==> config.mk <==
export PLATFORM = sky130hd
export DESIGN_NAME = tlv_information_element_parser_unit
export DESIGN_NICKNAME = d
export VERILOG_FILES = /design/src/tlvp_pkg.sv /design/src/tlv_information_element_parser_unit.sv /design/src/tlvp_front.sv /design/src/tlvp_queue.sv /design/src/tlvp_back.sv
export SDC_FILE = /design/constraint.sdc
export NUM_CORES = 2
export LEC_CHECK = 0
export BUFFER_PORTS_ARGS = -buffer_cell sky130_fd_sc_hd__clkbuf_2
export CORE_ASPECT_RATIO = 1.1
export CORE_MARGIN = 4
export CORE_UTILIZATION = 55
export CTS_CLUSTER_SIZE = 14
export DETAILED_ROUTE_END_ITERATION = 10
export GPL_TIMING_DRIVEN = 0
export PLACE_DENSITY = 0.74
export SLEW_MARGIN = 20
export SYNTH_ARGS = -nofsm -noshare
export SYNTH_HDL_FRONTEND = slang
export SYNTH_SLANG_ARGS = --single-unit
==> constraint.sdc <==
create_clock -name clk -period 5 [get_ports clk]
set_clock_uncertainty 0.2 [all_clocks]
set_input_delay 1 -clock clk [delete_from_list [all_inputs] [get_ports clk]]
set_output_delay 1 -clock clk [all_outputs]
set_load 0.02 [all_outputs]
==> src/tlvp_pkg.sv <==
package tlvp_pkg;

  localparam int TAG_COUNT = 256;
  localparam int TAG_IDX_W = (TAG_COUNT > 1) ? $clog2(TAG_COUNT) : 1;
  localparam int QUEUE_DEPTH = 2;

  localparam logic [7:0] CFG_FIRST_LV_TAG = 8'd0;
  localparam logic [7:0] CFG_SECOND_LV_TAG = 8'd1;

  localparam logic CMD_DEFINE = 1'b0;
  localparam logic CMD_BYTE = 1'b1;

  localparam logic [7:0] LEN16_SHORT_FLAG = 8'h80;
  localparam logic [7:0] LEN7_MASK = 8'h7f;

  typedef enum logic [2:0] {
    TY_NONE  = 3'd0,
    TY_T     = 3'd1,
    TY_TV    = 3'd2,
    TY_FIXED = 3'd3,
    TY_TLV   = 3'd4,
    TY_TVLV  = 3'd5,
    TY_TL16V = 3'd6,
    TY_BAD   = 3'd7
  } tlvp_type_t;

  typedef enum logic [1:0] {
    ST_OK        = 2'd0,
    ST_TRUNC_HDR = 2'd1,
    ST_OVERRUN   = 2'd2,
    ST_UNKNOWN   = 2'd3
  } tlvp_status_t;

  // One message byte with the definition of the tag it would be if read as a tag.
  typedef struct packed {
    logic [7:0] data;
    logic       last;
    tlvp_type_t ty;
    logic [7:0] flen;
  } tlvp_item_t;

  typedef struct packed {
    logic         is_element;
    tlvp_status_t status;
    logic [7:0]   tag;
    logic [15:0]  len;
    logic [15:0]  off;
    logic [15:0]  count;
    logic         eom;
  } tlvp_result_t;

endpackage

==> src/tlv_information_element_parser_unit.sv <==
// A result is shown on the master side once the byte that completes it has passed the
// front stage, the queue and the result register pair; a definition request gives no
// result. Throughput: one request per cycle while results are taken; a byte that gives
// two results (an element and the end report) holds input until both leave the pair.
// Reset is synchronous: it marks every definition table entry as type none at once, with
// no clearing pass, and returns the parser to the start of a message.
module tlv_information_element_parser_unit import tlvp_pkg::*; (
  input  logic        clk,
  input  logic        rst,
  input  logic        s_tvalid,
  output logic        s_tready,
  input  logic [31:0] s_tdata,  // def_tag[7:0], def_type[10:8], def_fixed_len[18:11],
                                // data_byte[26:19], zero[31:27]
  input  logic        s_tuser,  // cmd
  input  logic        s_tlast,  // last_byte
  output logic        m_tvalid,
  input  logic        m_tready,
  output logic [63:0] m_tdata,  // status[1:0], element_tag[9:2], value_length[25:10],
                                // value_offset[41:26], element_count[57:42], zero[63:58]
  output logic        m_tuser,  // is_element
  output logic        m_tlast,  // end_of_message
  input  logic        cfg_valid,
  output logic        cfg_ready,
  input  logic [7:0]  cfg_index,
  input  logic [7:0]  cfg_data
);

  logic         [7:0] first_lv_tag;
  logic         [7:0] second_lv_tag;
  logic               f_valid;
  logic               f_ready;
  tlvp_item_t         f_item;
  logic               q_valid;
  logic               q_pop;
  tlvp_item_t         q_item;
  tlvp_result_t       res;

  assign cfg_ready = 1'b1;

  always_ff @(posedge clk) begin
    if (rst) begin
      first_lv_tag  <= 8'd0;
      second_lv_tag <= 8'd0;
    end else if (cfg_valid && cfg_ready) begin
      if (cfg_index == CFG_FIRST_LV_TAG) begin
        first_lv_tag <= cfg_data;
      end else if (cfg_index == CFG_SECOND_LV_TAG) begin
        second_lv_tag <= cfg_data;
      end
    end
  end

  tlvp_front u_front (
    .clk          (clk),
    .rst          (rst),
    .in_valid     (s_tvalid),
    .in_ready     (s_tready),
    .cmd          (s_tuser),
    .def_tag      (s_tdata[7:0]),
    .def_type     (s_tdata[10:8]),
    .def_fixed_len(s_tdata[18:11]),
    .data_byte    (s_tdata[26:19]),
    .last_byte    (s_tlast),
    .item_valid   (f_valid),
    .item         (f_item),
    .item_ready   (f_ready)
  );

  tlvp_queue u_queue (
    .clk       (clk),
    .rst       (rst),
    .push_valid(f_valid),
    .push_ready(f_ready),
    .push_item (f_item),
    .pop_valid (q_valid),
    .pop       (q_pop),
    .pop_item  (q_item)
  );

  tlvp_back u_back (
    .clk          (clk),
    .rst          (rst),
    .first_lv_tag (first_lv_tag),
    .second_lv_tag(second_lv_tag),
    .item_valid   (q_valid),
    .item_pop     (q_pop),
    .item         (q_item),
    .res_valid    (m_tvalid),
    .res_ready    (m_tready),
    .res          (res)
  );

  assign m_tdata = {6'd0, res.count, res.off, res.len, res.tag, res.status};
  assign m_tuser = res.is_element;
  assign m_tlast = res.eom;

endmodule

==> src/tlvp_front.sv <==
module tlvp_front import tlvp_pkg::*; (
  input  logic       clk,
  input  logic       rst,
  input  logic       in_valid,
  output logic       in_ready,
  input  logic       cmd,
  input  logic [7:0] def_tag,
  input  logic [2:0] def_type,
  input  logic [7:0] def_fixed_len,
  input  logic [7:0] data_byte,
  input  logic       last_byte,
  output logic       item_valid,
  output tlvp_item_t item,
  input  logic       item_ready
);

  logic [10:0]          mem [TAG_COUNT];
  logic [TAG_COUNT-1:0] tab_valid;
  logic [10:0]          rd_entry;
  logic                 rd_ok;
  logic                 s1_valid;
  logic [7:0]           s1_data;
  logic                 s1_last;
  logic                 acc;
  logic                 def_known;
  logic                 byte_known;

  assign in_ready   = !s1_valid || item_ready;
  assign acc        = in_valid && in_ready;
  assign def_known  = ({1'b0, def_tag} < 9'(TAG_COUNT));
  assign byte_known = ({1'b0, data_byte} < 9'(TAG_COUNT));

  // Definition table: written by definition requests, read once for every message byte.
  always_ff @(posedge clk) begin
    if (acc && cmd == CMD_DEFINE && def_known) begin
      mem[def_tag[TAG_IDX_W-1:0]] <= {def_type, def_fixed_len};
    end
    if (acc && cmd == CMD_BYTE) begin
      rd_entry <= mem[data_byte[TAG_IDX_W-1:0]];
      s1_data  <= data_byte;
      s1_last  <= last_byte;
    end
  end

  always_ff @(posedge clk) begin
    if (rst) begin
      tab_valid <= '0;
      rd_ok     <= 1'b0;
      s1_valid  <= 1'b0;
    end else begin
      if (acc && cmd == CMD_DEFINE && def_known) begin
        tab_valid[def_tag[TAG_IDX_W-1:0]] <= 1'b1;
      end
      if (acc && cmd == CMD_BYTE) begin
        rd_ok    <= byte_known && tab_valid[data_byte[TAG_IDX_W-1:0]];
        s1_valid <= 1'b1;
      end else if (item_ready) begin
        s1_valid <= 1'b0;
      end
    end
  end

  // An entry never written reads as type none.
  assign item_valid = s1_valid;
  assign item.data  = s1_data;
  assign item.last  = s1_last;
  assign item.ty    = rd_ok ? tlvp_type_t'(rd_entry[10:8]) : TY_NONE;
  assign item.flen  = rd_ok ? rd_entry[7:0] : 8'd0;

endmodule

==> src/tlvp_queue.sv <==
module tlvp_queue import tlvp_pkg::*; (
  input  logic       clk,
  input  logic       rst,
  input  logic       push_valid,
  output logic       push_ready,
  input  tlvp_item_t push_item,
  output logic       pop_valid,
  input  logic       pop,
  output tlvp_item_t pop_item
);

  localparam int PTR_W = (QUEUE_DEPTH > 1) ? $clog2(QUEUE_DEPTH) : 1;
  localparam int CNT_W = $clog2(QUEUE_DEPTH + 1);

  tlvp_item_t       slots [QUEUE_DEPTH];
  logic [PTR_W-1:0] wr_ptr;
  logic [PTR_W-1:0] rd_ptr;
  logic [CNT_W-1:0] count;
  logic             do_push;
  logic             do_pop;

  assign push_ready = (count < CNT_W'(QUEUE_DEPTH));
  assign pop_valid  = (count != '0);
  assign pop_item   = slots[rd_ptr];
  assign do_push    = push_valid && push_ready;
  assign do_pop     = pop && pop_valid;

  always_ff @(posedge clk) begin
    if (do_push) begin
      slots[wr_ptr] <= push_item;
    end
  end

  always_ff @(posedge clk) begin
    if (rst) begin
      wr_ptr <= '0;
      rd_ptr <= '0;
      count  <= '0;
    end else begin
      if (do_push) begin
        wr_ptr <= (wr_ptr == PTR_W'(QUEUE_DEPTH - 1)) ? '0 : wr_ptr + 1'b1;
      end
      if (do_pop) begin
        rd_ptr <= (rd_ptr == PTR_W'(QUEUE_DEPTH - 1)) ? '0 : rd_ptr + 1'b1;
      end
      if (do_push && !do_pop) begin
        count <= count + 1'b1;
      end else if (do_pop && !do_push) begin
        count <= count - 1'b1;
      end
    end
  end

endmodule

==> src/tlvp_back.sv <==
module tlvp_back import tlvp_pkg::*; (
  input  logic         clk,
  input  logic         rst,
  input  logic [7:0]   first_lv_tag,
  input  logic [7:0]   second_lv_tag,
  input  logic         item_valid,
  output logic         item_pop,
  input  tlvp_item_t   item,
  output logic         res_valid,
  input  logic         res_ready,
  output tlvp_result_t res
);

  typedef enum logic [3:0] {
    PH_START    = 4'd0,
    PH_LV1_LEN  = 4'd1,
    PH_LV2_LEN  = 4'd2,
    PH_POST1    = 4'd3,
    PH_TAG      = 4'd4,
    PH_TLV_LEN  = 4'd5,
    PH_TVLV_LEN = 4'd6,
    PH_L16_HI   = 4'd7,
    PH_L16_LO   = 4'd8,
    PH_VAL1     = 4'd9,
    PH_VAL      = 4'd10
  } phase_t;

  phase_t       phase, ph, phase_next, bv_val, bv_done;
  logic [7:0]   cur_tag, tag_next;
  logic [15:0]  rem, rem_next, rem_dec;
  logic [15:0]  byte_offset;
  logic [15:0]  parsed_count, count_next;
  logic         err, err_next;
  logic [15:0]  elem_len, len_next;
  logic [15:0]  elem_off, off_next;
  logic         emit;
  logic         bv_go;
  logic [15:0]  bv_len, bv_off;
  tlvp_status_t end_status;
  tlvp_result_t elem_res, end_res;
  tlvp_result_t r0, r1;
  logic         r0v, r1v;
  logic         taken;
  logic         load_ok;
  logic [7:0]   b;

  assign b        = item.data;
  assign res_valid = r0v || r1v;
  assign res       = r0v ? r0 : r1;
  assign taken     = res_valid && res_ready;
  // The result pair is reloaded once it is empty or its last result leaves now.
  assign load_ok   = !res_valid || (taken && !(r0v && r1v));
  assign item_pop  = item_valid && load_ok;

  always_comb begin
    ph = phase;
    if (!err) begin
      if (phase == PH_START) begin
        ph = (first_lv_tag != 8'd0) ? PH_LV1_LEN :
             ((second_lv_tag != 8'd0) ? PH_LV2_LEN : PH_TAG);
      end else if (phase == PH_POST1) begin
        ph = (second_lv_tag != 8'd0) ? PH_LV2_LEN : PH_TAG;
      end
    end
    phase_next = ph;
    tag_next   = cur_tag;
    rem_next   = rem;
    err_next   = err;
    len_next   = elem_len;
    off_next   = elem_off;
    emit       = 1'b0;
    bv_go      = 1'b0;
    bv_len     = 16'd0;
    bv_off     = byte_offset + 16'd1;
    bv_val     = PH_VAL;
    bv_done    = PH_TAG;
    rem_dec    = (rem != 16'd0) ? rem - 16'd1 : rem;
    if (!err) begin
      case (ph)
        PH_LV1_LEN: begin
          tag_next = first_lv_tag;
          bv_go    = 1'b1;
          bv_len   = {8'd0, b};
          bv_val   = PH_VAL1;
          bv_done  = PH_POST1;
        end
        PH_LV2_LEN: begin
          tag_next = second_lv_tag;
          bv_go    = 1'b1;
          bv_len   = {8'd0, b};
        end
        PH_TAG: begin
          tag_next = b;
          case (item.ty)
            TY_T: begin
              bv_go  = 1'b1;
              bv_off = byte_offset;
            end
            TY_TV: begin
              bv_go  = 1'b1;
              bv_len = 16'd1;
            end
            TY_FIXED: begin
              bv_go  = 1'b1;
              bv_len = {8'd0, item.flen};
            end
            TY_TLV:   phase_next = PH_TLV_LEN;
            TY_TVLV:  phase_next = PH_TVLV_LEN;
            TY_TL16V: phase_next = PH_L16_HI;
            default:  err_next = 1'b1;
          endcase
        end
        PH_TLV_LEN: begin
          bv_go  = 1'b1;
          bv_len = {8'd0, b};
        end
        PH_TVLV_LEN: begin
          // A set top bit gives a short length; otherwise this is the high byte.
          if ((b & LEN16_SHORT_FLAG) != 8'd0) begin
            bv_go  = 1'b1;
            bv_len = {8'd0, b & LEN7_MASK};
          end else begin
            rem_next   = {8'd0, b};
            phase_next = PH_L16_LO;
          end
        end
        PH_L16_HI: begin
          rem_next   = {8'd0, b};
          phase_next = PH_L16_LO;
        end
        PH_L16_LO: begin
          bv_go  = 1'b1;
          bv_len = {rem[7:0], b};
        end
        PH_VAL1, PH_VAL: begin
          rem_next = rem_dec;
          if (rem_dec == 16'd0) begin
            emit       = 1'b1;
            phase_next = (ph == PH_VAL1) ? PH_POST1 : PH_TAG;
          end
        end
        default: phase_next = PH_TAG;
      endcase
    end
    if (bv_go) begin
      len_next = bv_len;
      off_next = bv_off;
      if (bv_len == 16'd0) begin
        emit       = 1'b1;
        phase_next = bv_done;
      end else begin
        rem_next   = bv_len;
        phase_next = bv_val;
      end
    end
    count_next = (emit && parsed_count != 16'hffff) ? parsed_count + 16'd1 : parsed_count;
  end

  always_comb begin
    if (err_next) begin
      end_status = ST_UNKNOWN;
    end else begin
      case (phase_next)
        PH_POST1:    end_status = (second_lv_tag != 8'd0) ? ST_TRUNC_HDR : ST_OK;
        PH_VAL1,
        PH_VAL:      end_status = ST_OVERRUN;
        PH_TLV_LEN,
        PH_TVLV_LEN,
        PH_L16_HI,
        PH_L16_LO,
        PH_LV1_LEN,
        PH_LV2_LEN:  end_status = ST_TRUNC_HDR;
        default:     end_status = ST_OK;
      endcase
    end
  end

  always_comb begin
    elem_res.is_element = 1'b1;
    elem_res.status     = ST_OK;
    elem_res.tag        = tag_next;
    elem_res.len        = len_next;
    elem_res.off        = off_next;
    elem_res.count      = count_next;
    elem_res.eom        = 1'b0;
    end_res.is_element  = 1'b0;
    end_res.status      = end_status;
    end_res.tag         = 8'd0;
    end_res.len         = 16'd0;
    end_res.off         = 16'd0;
    end_res.count       = count_next;
    end_res.eom         = 1'b1;
  end

  always_ff @(posedge clk) begin
    if (item_pop) begin
      r0 <= emit ? elem_res : end_res;
      r1 <= end_res;
    end
  end

  always_ff @(posedge clk) begin
    if (rst) begin
      phase        <= PH_START;
      cur_tag      <= 8'd0;
      rem          <= 16'd0;
      byte_offset  <= 16'd0;
      parsed_count <= 16'd0;
      err          <= 1'b0;
      elem_len     <= 16'd0;
      elem_off     <= 16'd0;
      r0v          <= 1'b0;
      r1v          <= 1'b0;
    end else begin
      if (item_pop) begin
        r0v <= emit || item.last;
        r1v <= emit && item.last;
        if (item.last) begin
          phase        <= PH_START;
          cur_tag      <= 8'd0;
          rem          <= 16'd0;
          byte_offset  <= 16'd0;
          parsed_count <= 16'd0;
          err          <= 1'b0;
          elem_len     <= 16'd0;
          elem_off     <= 16'd0;
        end else begin
          phase        <= phase_next;
          cur_tag      <= tag_next;
          rem          <= rem_next;
          byte_offset  <= byte_offset + 16'd1;
          parsed_count <= count_next;
          err          <= err_next;
          elem_len     <= len_next;
          elem_off     <= off_next;
        end
      end else if (taken) begin
        if (r0v) begin
          r0v <= 1'b0;
        end else begin
          r1v <= 1'b0;
        end
      end
    end
  end

endmodule

==> key figures <==
Yosys
  • Sequential element share of the synthesized area: 0.7404
  • Instance count of the mapped netlist: ~6500
  • Yosys Warn Count: 0
  • Mean Syn Cell Area: between 20 and 25 µm²
  • Area share of the largest cell type after synthesis: 0.6825
  • Number of flip-flops and latches in the synthesized netlist: between 3000 and 4000
  • Number of unique standard cell types used by synthesis: 84
  • EDFF count, synth: around 3000
  • Post-synthesis cell type with the largest combined area: sky130_fd_sc_hd__edfxtp_1
  • Post-synthesis async set-or-reset flop share: 0
  • Largest cells by area after synthesis: sky130_fd_sc_hd__edfxtp_1, sky130_fd_sc_hd__mux4_2, sky130_fd_sc_hd__dfxtp_1
  • Ys flop type: sky130_fd_sc_hd__edfxtp_1
  • Mapped Area: about 130000 µm²

Power and ir drop
  • Power density relative to cell area: roughly 430 nW/µm²
  • Post-layout power: between 60000 and 70000 µW
  • Portion of total power attributed to sequential cells: 0.490
  • Net Sw Power: 15610 µW
  • Internal power: between 40000 and 50000 µW
  • Static Leakage: 0.04624 µW
  • Sw Share: 0.2485
  • Clock network power share: 0.392
  • Fraction of power consumed by combinational cells: 0.119
  • Maximum vdd drop: 0.0004470 V

Setup path
  • Critical Path Start Type: primary input
  • Endpoint class of the critical path: register
  • Critical Path Max Stage Delay: 940 ps
  • Crit path kind: in2reg
  • Worst path required time: around 5500 ps
  • Buffering stage count on the worst path with inverters included: 4
  • Delay-heaviest family, CP: buffers and inverters
  • Critical path cell sequence: clkbuf_2 -> clkbuf_1 -> clkbuf_2 -> clkbuf_1 -> mux4_2 -> mux4_2 -> mux4_2 -> mux4_2
  • Data arrival at the endpoint of the critical path: 5660 ps
  • Biggest fanout along the worst timing path: 10
  • CP max-delay cell: sky130_fd_sc_hd__clkbuf_1
  • Internal reg-to-reg setup slack: roughly 300 ps
  • Library cell appearing most often on the critical path: sky130_fd_sc_hd__mux4_2

Placement
  • Number of port buffers: 110
  • HPWL Detailed: around 240000 µm
  • Final weighted congestion in routability-driven placement: 0.9361
  • Cell Area, Placed: 135700 µm²

Global route
  • Via count of the first global-routing pass: 68536
  • Number of antenna violations at the first check in global routing: 29
  • Remaining Overflow, GRT: 0
  • Global-route wire length before repair: ~520000 µm
  • Pin count of the biggest net entering global routing: around 130
  • Gr usage total: 0.3027

Finish
  • Total non-filler cell area in the finished layout: around 150000 µm²
  • Final #Nets: about 7000
  • Share of post-route cells with drive strength above 1: 0.3009
  • Layout overhead on the synthesized area: 13.43%
  • Final Util: 0.6276

Route
  • DRC marker count from the first detailed-route iteration: roughly 11000
  • Vias per cell: 6.718
  • Final wirelength: around 370000 µm
  • ANT nets after route: 0
  • DR DRC count: 0
  • Via Count: between 60000 and 70000
  • 1st-pass router iterations: 7
  • Wirelength per Cell: between 30 and 40 µm

Timing
  • Ratio of final minimum period to clock period: 1.029
  • Final setup violation count: 11
  • Slew @ Worst Pin: about 1400 ps
  • Final count of pins violating max slew: 0
  • Count of endpoints failing hold in the final timing report: 0
  • Max frequency: slightly below 200 MHz
  • Final worst setup slack: -147.4 ps
  • Relative slew margins: 0.08256
  • Min Tclk post-route: roughly 5000 ps

Floorplan
  • DIE HEIGHT: around 520 µm
  • DIE WIDTH: ~470 µm
  • Total Die Area: 242900 µm²
  • Effective utilization at floorplan: 0.5533
  • Core ar.: around 230000 µm²
  • I/O pin count: about 120
  • Row count: approximately 190

Clock network
  • H-tree Lvls: 5
  • Clock latency on the worst-skew pair: 950 ps
  • Sink count of the clock tree: about 3300
  • Buffers inserted during post-CTS setup optimization: 0
  • Cell at the root of the clock tree: sky130_fd_sc_hd__clkbuf_16
  • CTS tree: built
  • Post-cts resize count: 7
  • Worst-path clk slew: ~60 ps
  • Hold-fix buffer count after cts: 0
  • TritonCTS buffer count: between 300 and 400
  • CTS Buffer Depth: 4

Run
  • Max-cap check violation count: 0

Status
  • Outcome: finished with violations
  • Failing checks: negative setup slack

Min path
  • Worst hold path class: in2reg
per-stage QoR:
| step | hold slack, ps | worst slack [ps] | instances | TNS (ps) |
|---|---|---|---|---|
| 2_1_floorplan | 221.5 | 540.8 | 6459 | 0 |
| 3_3_place_gp | 224.4 | -2217 | 9671 | -2404370 |
| 3_5_place_dp | 231.1 | -1208 | 9731 | -12880 |
| 4_1_cts | 49.07 | 15.44 | 10322 | 0 |
| 5_1_grt | 72.63 | -10.61 | 10331 | -21.85 |
| 6_report | 104.7 | -147.4 | 10349 | -985.9 |
area by class of cell:
class	instances	area (µm²)
antenna	26	65.06
buffer	394	1813
clock buffer	437	9350
clock inverter	154	1321
fill	15376	87020
inverter	15	56.30
multi-input combinational	2738	32450
sequential	3312	95710
tap	3102	3881
timing repair buffer	171	1982
layer usage:
| metal | vias up | part of all wire | GRT usage |
|---|---|---|---|
| met2 | 5199 | 0.47 | 0.4745 |
| met1 | 35972 | 0.34 | 0.3815 |
| li1 | 27293 | - | - |
| met5 | - | 0.00026 | 0 |
| met3 | 1050 | 0.12 | 0.08181 |
| met4 | 14 | 0.072 | 0.1861 |
kinds of logic (layout without fill, tap and decap cells):
kind of cell	count (synthesis)	count (layout)	share of synthesized area
AO/OA/AOI/OAI	350	350	0.01902
AND/OR/NAND/NOR	1267	1267	0.04207
buffers and inverters	409	1171	0.01369
other	2	33	0.00005810
XOR/XNOR	37	37	0.002507
multiplexers	1072	1072	0.1818
flip-flops	3312	3312	0.7404
adder cells (fa/ha/maj)	5	5	0.0004646
cells in the mapped netlist, drive strengths merged, types with 4 or more instances:
master / n
a2111oi: 4
a211o: 4
a211oi: 15
a21o: 6
a21oi: 80
a22oi: 50
a31oi: 11
a32oi: 5
a41oi: 4
and2: 59
and3: 13
buf: 159
clkbuf: 235
dfxtp: 374
edfxtp: 2938
ha: 4
inv: 13
mux2: 6
mux2i: 46
mux4: 1020
nand2: 142
nand3: 37
nand3b: 5
nand4: 9
nor2: 899
nor2b: 19
nor3: 22
nor4: 23
o21a: 9
o21ai: 76
o21ba: 31
o22ai: 10
o31a: 14
o31ai: 5
or2: 5
or3: 18
or4: 5
xnor2: 16
xor2: 21
registers in the layout, summed over array words and instances, names as in the netlist, 16 cells and up, named ones only:
name,flops
u_back.byte_offset,16
u_back.elem_len,16
u_back.elem_off,16
u_back.parsed_count,16
u_back.r0,44
u_back.r1,18
u_back.rem,16
u_front.mem,2816
u_front.tab_valid,256
u_queue.slots,40
worst paths after layout:
kind / start / end / cells past startpoint
max: s_tdata[20] / u_front.rd_entry[0] / 8
min reg2reg: u_front.s1_data[6] / u_queue.slots[1][18] / 0
max reg2reg: u_queue.count[1] / u_front.mem[103][0] / 8
min: s_tlast / u_front.s1_last / 1
cells in the final DEF, fill, tap and decap left out, types with 32 or more instances in the layout:
master / instances
sky130_fd_sc_hd__a22oi_1: 50
sky130_fd_sc_hd__nor2_1: 655
sky130_fd_sc_hd__clkinv_1: 61
sky130_fd_sc_hd__dfxtp_1: 374
sky130_fd_sc_hd__nand2_1: 139
sky130_fd_sc_hd__and2_1: 59
sky130_fd_sc_hd__nand3_1: 32
sky130_fd_sc_hd__clkbuf_8: 46
sky130_fd_sc_hd__clkbuf_2: 149
sky130_fd_sc_hd__o21ai_0: 67
sky130_fd_sc_hd__a21oi_1: 77
sky130_fd_sc_hd__nor2_2: 244
sky130_fd_sc_hd__clkbuf_16: 346
sky130_fd_sc_hd__buf_2: 100
sky130_fd_sc_hd__clkinv_2: 55
sky130_fd_sc_hd__mux4_2: 1020
sky130_fd_sc_hd__mux2i_1: 46
sky130_fd_sc_hd__edfxtp_1: 2938
sky130_fd_sc_hd__clkbuf_1: 243
sky130_fd_sc_hd__buf_16: 39
power groups by stage:
stage	logic [µW]	clock network [µW]	registers [µW]
after floorplan	4370	0	31300
after global placement	7040	0	31500
after detailed placement	7280	0	31400
after CTS	7320	24700	30800
after global routing	7790	26000	30800
final	7450	24600	30800
(Power assumes the default switching activity.)
